**config.mk**
```make
export PLATFORM = sky130hd
export DESIGN_NAME = epsilon_nfa_string_acceptor
export DESIGN_NICKNAME = d
export VERILOG_FILES = /design/src/rtl/core/enfa_pkg.sv /design/src/rtl/core/epsilon_nfa_string_acceptor.sv /design/src/rtl/core/enfa_cell.sv
export SDC_FILE = /design/constraint.sdc
export NUM_CORES = 1
export LEC_CHECK = 0
export ABC_AREA = 0
export ABC_CLOCK_PERIOD_IN_PS = 3700
export BUFFER_PORTS_ARGS = -buffer_cell sky130_fd_sc_hd__buf_4
export CORE_UTILIZATION = 41
export CTS_BUF_LIST = sky130_fd_sc_hd__clkbuf_16
export DETAILED_ROUTE_END_ITERATION = 8
export PLACE_DENSITY_LB_ADDON = 0.1
export SLEW_MARGIN = 20
export SYNTH_ARGS = -nofsm -noshare
export SYNTH_HDL_FRONTEND = slang
export SYNTH_SLANG_ARGS = --single-unit
```
**constraint.sdc**
```tcl
create_clock -name clk_i -period 3.7 [get_ports clk_i]
set_input_delay 0.74 -clock clk_i [delete_from_list [all_inputs] [get_ports clk_i]]
set_output_delay 0.74 -clock clk_i [all_outputs]
set_load 0.05 [all_outputs]
```
**src/rtl/core/enfa_pkg.sv**
```systemverilog
// Shared constants and types for the epsilon-NFA string acceptor.
package enfa_pkg;

  localparam int NUM_STATES = 8;
  localparam int SET_W      = 8;
  localparam int REG_W      = 64;
  localparam int CFG_IDX_W  = 2;
  localparam int PIVOT_W    = (NUM_STATES > 1) ? $clog2(NUM_STATES) : 1;

  localparam logic [SET_W-1:0] STATE_MASK = SET_W'((2 ** NUM_STATES) - 1);

  localparam logic [7:0] CHAR_ZERO = 8'h30;
  localparam logic [7:0] CHAR_ONE  = 8'h31;

  localparam logic KIND_CHAR = 1'b0;
  localparam logic KIND_END  = 1'b1;

  localparam logic [CFG_IDX_W-1:0] REG_EPS_MOVES  = 2'd0;
  localparam logic [CFG_IDX_W-1:0] REG_ZERO_MOVES = 2'd1;
  localparam logic [CFG_IDX_W-1:0] REG_ONE_MOVES  = 2'd2;
  localparam logic [CFG_IDX_W-1:0] REG_ACCEPT     = 2'd3;

  typedef enum logic [1:0] {
    SEQ_READY,
    SEQ_LOAD,
    SEQ_RELAX
  } seq_state_e;

  typedef struct packed {
    logic             load;
    logic             relax;
    logic [SET_W-1:0] pivot_sel;
    logic [SET_W-1:0] pivot_row;
    logic             act_we;
    logic             start;
  } cell_ctrl_t;

endpackage

```
**src/rtl/core/epsilon_nfa_string_acceptor.sv**
```systemverilog
// Top level of the epsilon-NFA string acceptor: registers, cell row, sequencer and output skid.
//
//   Channel  Direction  Handshake                  Word
//   in       input      in_valid_i / in_stall_o    kind_i, character_i
//   out      output     out_valid_o / out_stall_i  string_done_o, accepted_o, invalid_char_o,
//                                                  active_states_o
//   cfg      input      cfg_we_i                   cfg_idx_i, cfg_data_i
//
// One word is accepted per cycle unless stalled; its result is registered in the output stage.
// The state row updates in the cycle a word is accepted, so words follow back to back.
// A write to the epsilon table rebuilds the reachability rows: a load step, then a relax step
// per pivot state, with the input stalled. After reset the rows are already valid.
// A two-entry output stage lets one word be accepted while a result waits to be taken.
module epsilon_nfa_string_acceptor (
  input  logic                          clk_i,
  input  logic                          rst_ni,
  input  logic                          in_valid_i,
  output logic                          in_stall_o,
  input  logic                          kind_i,
  input  logic [7:0]                    character_i,
  output logic                          out_valid_o,
  input  logic                          out_stall_i,
  output logic                          string_done_o,
  output logic                          accepted_o,
  output logic                          invalid_char_o,
  output logic [7:0]                    active_states_o,
  input  logic                          cfg_we_i,
  input  logic [enfa_pkg::CFG_IDX_W-1:0] cfg_idx_i,
  input  logic [enfa_pkg::REG_W-1:0]    cfg_data_i
);

  localparam int N = enfa_pkg::NUM_STATES;
  localparam int W = enfa_pkg::SET_W;

  typedef struct packed {
    logic         done;
    logic         acc;
    logic         inv;
    logic [W-1:0] set;
  } result_t;

  logic [enfa_pkg::REG_W-1:0] eps_q;
  logic [enfa_pkg::REG_W-1:0] zero_q;
  logic [enfa_pkg::REG_W-1:0] one_q;
  logic [W-1:0]               acc_mask_q;

  enfa_pkg::seq_state_e seq_q;
  enfa_pkg::seq_state_e seq_d;
  logic [enfa_pkg::PIVOT_W-1:0] pivot_q;
  logic [enfa_pkg::PIVOT_W-1:0] pivot_d;
  logic eps_wr;
  logic busy;

  logic start_q;
  logic bad_q;
  logic bad_d;

  logic [W-1:0] closed_chain [N+1];
  logic [W-1:0] moved_chain  [N+1];
  logic [W-1:0] next_chain   [N+1];
  logic [W-1:0] reach        [N];

  logic [W-1:0] closed;
  logic [W-1:0] moved;
  logic [W-1:0] next_set;
  logic [W-1:0] new_set;
  logic         is_zero;
  logic         is_one;
  logic         in_accept;
  logic         out_take;

  enfa_pkg::cell_ctrl_t ctrl;

  result_t res;
  result_t out_q;
  result_t skid_q;
  logic    out_valid_q;
  logic    skid_valid_q;

  assign eps_wr = cfg_we_i && (cfg_idx_i == enfa_pkg::REG_EPS_MOVES);

  always_ff @(posedge clk_i or negedge rst_ni) begin
    if (!rst_ni) begin
      eps_q      <= '0;
      zero_q     <= '0;
      one_q      <= '0;
      acc_mask_q <= '0;
    end else if (cfg_we_i) begin
      unique case (cfg_idx_i)
        enfa_pkg::REG_EPS_MOVES:  eps_q      <= cfg_data_i;
        enfa_pkg::REG_ZERO_MOVES: zero_q     <= cfg_data_i;
        enfa_pkg::REG_ONE_MOVES:  one_q      <= cfg_data_i;
        enfa_pkg::REG_ACCEPT:     acc_mask_q <= cfg_data_i[W-1:0];
        default: ;
      endcase
    end
  end

  always_comb begin
    seq_d   = seq_q;
    pivot_d = pivot_q;
    unique case (seq_q)
      enfa_pkg::SEQ_READY: begin
        if (eps_wr) begin
          seq_d = enfa_pkg::SEQ_LOAD;
        end
      end
      enfa_pkg::SEQ_LOAD: begin
        pivot_d = '0;
        if (!eps_wr) begin
          seq_d = enfa_pkg::SEQ_RELAX;
        end
      end
      enfa_pkg::SEQ_RELAX: begin
        pivot_d = pivot_q + 1'b1;
        if (eps_wr) begin
          seq_d = enfa_pkg::SEQ_LOAD;
        end else if (pivot_q == enfa_pkg::PIVOT_W'(N - 1)) begin
          seq_d = enfa_pkg::SEQ_READY;
        end
      end
      default: seq_d = enfa_pkg::SEQ_READY;
    endcase
  end

  always_comb begin
    ctrl.load      = (seq_q == enfa_pkg::SEQ_LOAD);
    ctrl.relax     = (seq_q == enfa_pkg::SEQ_RELAX);
    ctrl.pivot_sel = W'(1) << pivot_q;
    ctrl.pivot_row = reach[pivot_q];
    ctrl.act_we    = in_accept && (kind_i == enfa_pkg::KIND_CHAR);
    ctrl.start     = start_q;
    busy           = (seq_q != enfa_pkg::SEQ_READY);
  end

  always_ff @(posedge clk_i or negedge rst_ni) begin
    if (!rst_ni) begin
      seq_q   <= enfa_pkg::SEQ_READY;
      pivot_q <= '0;
    end else begin
      seq_q   <= seq_d;
      pivot_q <= pivot_d;
    end
  end

  assign closed_chain[0] = '0;
  assign moved_chain[0]  = '0;
  assign next_chain[0]   = '0;

  for (genvar i = 0; i < N; i++) begin : g_cell
    enfa_cell u_cell (
      .clk_i          (clk_i),
      .rst_ni         (rst_ni),
      .ctrl_i         (ctrl),
      .self_i         (W'(1) << i),
      .eps_row_i      (eps_q[8*i +: W]),
      .move_row_i     (is_one ? one_q[8*i +: W] : zero_q[8*i +: W]),
      .closed_i       (closed),
      .moved_i        (moved),
      .new_set_i      (new_set),
      .closed_chain_i (closed_chain[i]),
      .moved_chain_i  (moved_chain[i]),
      .next_chain_i   (next_chain[i]),
      .closed_chain_o (closed_chain[i+1]),
      .moved_chain_o  (moved_chain[i+1]),
      .next_chain_o   (next_chain[i+1]),
      .reach_o        (reach[i])
    );
  end

  assign closed   = closed_chain[N];
  assign moved    = moved_chain[N];
  assign next_set = next_chain[N];

  assign is_zero = (character_i == enfa_pkg::CHAR_ZERO);
  assign is_one  = (character_i == enfa_pkg::CHAR_ONE);

  always_comb begin
    bad_d   = bad_q;
    new_set = next_set;
    if (!is_zero && !is_one) begin
      bad_d   = 1'b1;
      new_set = closed;
    end
    if (kind_i == enfa_pkg::KIND_END) begin
      res.done = 1'b1;
      res.acc  = !bad_q && (|(closed & acc_mask_q & enfa_pkg::STATE_MASK));
      res.inv  = bad_q;
      res.set  = closed;
    end else begin
      res.done = 1'b0;
      res.acc  = 1'b0;
      res.inv  = bad_d;
      res.set  = new_set;
    end
  end

  assign in_stall_o = busy || skid_valid_q;
  assign in_accept  = in_valid_i && !in_stall_o;
  assign out_take   = out_valid_q && !out_stall_i;

  always_ff @(posedge clk_i or negedge rst_ni) begin
    if (!rst_ni) begin
      start_q <= 1'b1;
      bad_q   <= 1'b0;
    end else if (in_accept) begin
      if (kind_i == enfa_pkg::KIND_END) begin
        start_q <= 1'b1;
        bad_q   <= 1'b0;
      end else begin
        start_q <= 1'b0;
        bad_q   <= bad_d;
      end
    end
  end

  always_ff @(posedge clk_i or negedge rst_ni) begin
    if (!rst_ni) begin
      out_valid_q  <= 1'b0;
      skid_valid_q <= 1'b0;
    end else if (in_accept) begin
      if (!out_valid_q || out_take) begin
        out_valid_q <= 1'b1;
      end else begin
        skid_valid_q <= 1'b1;
      end
    end else if (!out_valid_q || out_take) begin
      out_valid_q  <= skid_valid_q;
      skid_valid_q <= 1'b0;
    end
  end

  always_ff @(posedge clk_i) begin
    if (in_accept) begin
      if (!out_valid_q || out_take) begin
        out_q <= res;
      end else begin
        skid_q <= res;
      end
    end else if ((!out_valid_q || out_take) && skid_valid_q) begin
      out_q <= skid_q;
    end
  end

  assign out_valid_o     = out_valid_q;
  assign string_done_o   = out_q.done;
  assign accepted_o      = out_q.acc;
  assign invalid_char_o  = out_q.inv;
  assign active_states_o = out_q.set;

endmodule

```
**src/rtl/core/enfa_cell.sv**
```systemverilog
// One NFA state cell: its active bit, its epsilon reachability row and its chain stages.
module enfa_cell (
  input  logic                      clk_i,
  input  logic                      rst_ni,
  input  enfa_pkg::cell_ctrl_t      ctrl_i,
  input  logic [enfa_pkg::SET_W-1:0] self_i,
  input  logic [enfa_pkg::SET_W-1:0] eps_row_i,
  input  logic [enfa_pkg::SET_W-1:0] move_row_i,
  input  logic [enfa_pkg::SET_W-1:0] closed_i,
  input  logic [enfa_pkg::SET_W-1:0] moved_i,
  input  logic [enfa_pkg::SET_W-1:0] new_set_i,
  input  logic [enfa_pkg::SET_W-1:0] closed_chain_i,
  input  logic [enfa_pkg::SET_W-1:0] moved_chain_i,
  input  logic [enfa_pkg::SET_W-1:0] next_chain_i,
  output logic [enfa_pkg::SET_W-1:0] closed_chain_o,
  output logic [enfa_pkg::SET_W-1:0] moved_chain_o,
  output logic [enfa_pkg::SET_W-1:0] next_chain_o,
  output logic [enfa_pkg::SET_W-1:0] reach_o
);

  logic                       act_q;
  logic                       act_d;
  logic [enfa_pkg::SET_W-1:0] row_q;
  logic [enfa_pkg::SET_W-1:0] row_d;
  logic [enfa_pkg::SET_W-1:0] star;
  logic                       act_now;

  assign star    = row_q | self_i;
  assign act_now = ctrl_i.start ? self_i[0] : act_q;
  assign reach_o = row_q;

  assign closed_chain_o = closed_chain_i | (act_now ? star : '0);
  assign moved_chain_o  = moved_chain_i |
                          ((|(closed_i & self_i)) ? (move_row_i & enfa_pkg::STATE_MASK) : '0);
  assign next_chain_o   = next_chain_i | ((|(moved_i & self_i)) ? star : '0);

  always_comb begin
    act_d = act_q;
    if (ctrl_i.act_we) begin
      act_d = |(new_set_i & self_i);
    end
  end

  // Transitive closure update: a state that reaches the pivot also reaches all the pivot reaches.
  always_comb begin
    row_d = row_q;
    if (ctrl_i.load) begin
      row_d = eps_row_i & enfa_pkg::STATE_MASK;
    end else if (ctrl_i.relax && (|(row_q & ctrl_i.pivot_sel))) begin
      row_d = row_q | ctrl_i.pivot_row;
    end
  end

  always_ff @(posedge clk_i or negedge rst_ni) begin
    if (!rst_ni) begin
      act_q <= 1'b0;
      row_q <= '0;
    end else begin
      act_q <= act_d;
      row_q <= row_d;
    end
  end

endmodule
```
### Word level (Yosys, flattened, before mapping)

Cells that the tools add are included.

* flip-flop bits (word level): 303
* input port bits: 80
* word-level logic and storage cells: 224
* output and inout bits: 13

* shift operators: 1
* bitwise logic cells: 41
* muxes and demuxes: 79
* $lt $le $gt $ge: 1
* equal/unequal tests: 13
* add/subtract/negate cells: 1
* reductions and logical operators: 54

Operators with widths (count)
* 8-bit 2-to-1 mux: 51
* 8-bit bitwise OR: 29
* 8-bit AND: 9
* 8-bit OR reduction: 9
* 11-bit 2-to-1 mux: 4
* 8-bit binary-select mux with 3-bit select: 1
* 2-bit nonzero test: 12
* 1-bit 2-to-1 mux: 17
* 8-bit by 6-bit equality test with 1-bit output, second input constant: 2
* 1-bit logical AND: 15
* 2-bit AND reduction: 7
* 2-bit 2-to-1 mux: 4
* 1-bit by 3-bit left shift with 8-bit output, first input constant: 1
* 2-bit equality test, second input constant: 3
* 1-bit zero test: 6
* 2-bit inequality test, second input constant: 3
* 2-bit case mux with 3 select lines: 1
* 3-bit case mux with 2 select lines: 1
* 2-bit by 1-bit equality test with 1-bit output, second input constant: 2
* 4-bit >= comparator, second input constant: 1
* 2-bit zero test: 2
* 3-bit NOT with 4-bit output: 1
* 3-bit by 1-bit adder with 3-bit output, second input constant: 1
* 3-bit equality test, second input constant: 1
* other kinds (5): 7

### Longest topological paths before layout

* depth in word-level cells: 29
* mapped depth: 12
* gate-level depth less buffers: 9

### By module

Synthesis repeated with hierarchy kept, for this count alone.

* cell total of the unflattened synthesis: 1354
* area, all modules: 17195.2 sq um

Modules (own cells, without submodules)
* epsilon_nfa_string_acceptor: sequential area each 5891.9 sq um, instances 1, cells an instance 698, area an instance 10628.9 sq um
* enfa_cell: sequential area each 225.2 sq um, instances 8, cells an instance 82, area an instance 820.8 sq um

### Least setup slack after synthesis

No wires, ideal clock.

* kind: input port to flip-flop
* start: input port character_i[1]
* end: register skid_q[6] in the netlist's numbering (data pin)
* arrival time: 3046 ps
* path buffers: 3
* data required time: 3428 ps
* path slack: 383 ps
* cell stages on the path: 11
* setup time: 272 ps
* cell sequence: nor4b_4 -> nand2_2 -> buf_6 -> buf_6 -> mux2i_1 -> o22ai_1 -> or4_1 -> buf_2 -> a22o_1 -> a2111oi_4 -> mux2i_1

RTL lines
* start, declared: RTL line epsilon_nfa_string_acceptor.sv:20 `input logic [7:0] character_i,`
* end signal, assigned: RTL line epsilon_nfa_string_acceptor.sv:238 `skid_q <= res;`
* end, declared: RTL line epsilon_nfa_string_acceptor.sv:76 `result_t skid_q;`

==> out/metrics.cfg <==
[run_status]
status = complete, but fails checks
violations = DRC

[power_and_ir_drop]
combPwrFrac = 0.428
p_switching_w = 0.00637
p_total_w = 0.0153
power.density_nw_per_um2 = 869
p_int_w = 0.00895
power_leakage_nw = 7.86
ir_worst_vdd_mv = 0.492
p_clk_frac = 0.222
switching_share = 0.416
p_seq_frac = 0.350

[synthesis]
syn_avg_cell_area_um2 = 11.2
postSynthCellCount = 1317
ys_top_cells_by_count = 280 x dfrtp_1, 166 x mux2_2, 103 x a21oi_1
syn_nets = 1408
ys_types = 51
synth_most_common_cell = dfrtp_1
synth_largest_area_cell = dfrtp_1
ys_ff_latch = 303
ys_warn_count = 0
synthArstFlopShare = 0.927
synthTopCellsByArea = dfrtp_1 48%, mux2_2 13%, edfxtp_1 4.5%
synth_ff_type = dfrtp_1
yosysTopAreaCellShare = 0.477
ys_seq_area_frac = 0.523
synth_edf_count = 22
synth_area_um2 = 14700

[grt]
met2_usage = 0.464
grt_use_met3 = 0.0556
gr-total-overflow = 0
grt_pass1_wl_um = 78400
grt_max_degree = 117
antenna_found_initial = 0
grt_pass1_vias = 11673
grtUsageTotal = 0.299
use_met1 = 0.411
busiest_layer = met2

[drt]
num_vias = 11622
via_per_inst = 5.97
drtIter0Drc = 1080
drc = 1
wl_per_cell_um = 27.4
wirelength_um = 53400
dr.pass1.iters = 8
antenna_left = 0

[critical_path]
critPathLaunchType = register
required_ps = 3970
worstPathArrival_ps = 3910
rr_startpoint = g_cell[7].u_cell.act_q
endpoint_kind = register
cp-startpoint = g_cell[7].u_cell.act_q
path_class = reg2reg
critical_path.max_fanout = 9

[timing]
rsz0062_at_grt = false
maxSlewHeadroom = 0.330
finalMaxSlewViolations = 0
finalHoldViolations = 0
skew_ps = 11.2
finalWorstSetupSlack_ps = 57.2
period_minus_slack_ps = 3640
fmax_mhz = 275
tightest_slew_ps = 1010
fin_crit_sh = 0.985
setup_viol = 0

[clock_network]
cts_hold_buf = 0
clock-sinks = 303
cts_tree = yes
cts-root-buf = clkbuf_16
clkLatencyLatePin_ps = 540
h-tree-depth = 2
post_cts.repair.setup_buffers = 0
clkTransAtPathRegs_ps = 60
clockBufferDepth = 3
cts_buffers = 35

[floorplanning]
die-area_um2 = 36600
initial_core_util = 0.421
row_count = 68
ioPinCount = 93
die_x_um = 191
die_height_um = 191
coreArea_um2 = 34900

[layout]
layout.nets = 1561
post-route-util = 0.505
drive_gt1_frac = 0.298
nFillCells = 3177
syn2layout_area_growth_pct = 19.9
antenna_cells = 0

[placed_design]
gp_congestion = 1.01
hpwlAfterDp_um = 39100
io_buffers = 92
pre_cts_ws_ps = -35.2

[flow_run]
maxCapViolations = 0

[worst_hold_path]
hold_class = in2async

[worst max-delay path: stages (launching register included)]
cell and delay, ps:
dfrtp_1 630, a22oi_1 350, a31oi_1 230, nor2_1 310, buf_4 230, o22ai_1 90
or4_1 670, a22o_1 320, a2111oi_4 400, mux2i_1 130
[kinds of logic after synthesis]
group,share of synthesized area
buffers and inverters,0.0403
DFF,0.523
adders and majority gates,0.00936
AOI/OAI and AO/OA,0.167
muxes,0.180
and+or+nand+nor,0.0798
[through the flow]
stage                     instances  hold slack, ps  TNS, ps  cell area, um^2
after floorplan                1317             444        0            14700
after detailed placement       1888             486    -87.0            16500
final                          1946             241        0            17600
after global placement         1888             484    -14.9            16500
after CTS                      1946             269        0            17600
after global routing           1946             296        0            17600
[worst paths after layout]
| check | to | slack [ps] | depth (start not counted) |
|---|---|---|---|
| worst max-delay path | skid_q[6] | 60 | 9 |
| worst min-delay path | eps_q[5] | 240 | 1 |
| worst max register to register | skid_q[6] | 60 | 9 |
| worst min register to register | g_cell[6].u_cell.reach_o[7] | 500 | 1 |
| max in group asynchronous | zero_q[52] | 2540 | 2 |
| min in group clk_i | eps_q[20] | 430 | 3 |
[layout make-up]
type                            instances  area [um^2]  area share
Clock buffer                           35          876      0.0497
Clock inverter                         23          220      0.0125
Inverter                               65          244      0.0138
Multi-Input combinational cell        865         6430       0.365
Sequential cell                       303         7690       0.437
Tap cell                              455          569      0.0323
Timing Repair Buffer                  200         1600      0.0906
[cells in the final DEF (no fill, tap or decap), types with 16 or more instances in the layout]
| master | netlist | layout |
|---|---|---|
| o22ai_1 | 46 | 46 |
| dfrtp_1 | 280 | 279 |
| buf_4 | 0 | 192 |
| nor2_1 | 64 | 64 |
| o21ai_0 | 77 | 77 |
| mux4_2 | 16 | 16 |
| a21oi_1 | 103 | 103 |
| a22oi_1 | 38 | 37 |
| mux2_2 | 166 | 166 |
| inv_1 | 63 | 66 |
| mux2i_1 | 42 | 42 |
| a21boi_0 | 24 | 24 |
| nand2_1 | 99 | 99 |
| clkbuf_16 | 0 | 35 |
| edfxtp_1 | 22 | 22 |
| and3_1 | 24 | 24 |
[registers in the layout, summed over array words and instances, names as in the netlist]
name	count
eps_q	64
skid_valid_q	1
acc_mask_q	8
invalid_char_o	1
one_q	64
skid_q	11
out_valid_o	1
seq_q	2
active_states_o	8
g_cell.u_cell.act_q	8
string_done_o	1
zero_q	64
pivot_q	3
bad_q	1
g_cell.u_cell.reach_o	64
start_q	1
accepted_o	1
[power groups by stage]
stage               clock, W  combinational [W]  sequential (W)
floorplan                  0            0.00352         0.00507
global placement           0            0.00640         0.00539
detailed placement         0            0.00642         0.00539
CTS                  0.00347            0.00645         0.00533
global route         0.00361            0.00697         0.00542
finish               0.00340            0.00656         0.00536
[what timing repair did]
item,4_1_cts,5_1_grt
endpoints found under the hold margin,0,0
resized for setup,0,2
endpoints found under the setup margin,0,3
[layer usage]
metal | up-vias | wire, um
met5 | - | 0
met4 | 0 | 2280
met3 | 136 | 3490
met2 | 456 | 24100
met1 | 5892 | 23500
li1 | 5138 | -
No activity file was read; power rests on OpenSTA's default activity.
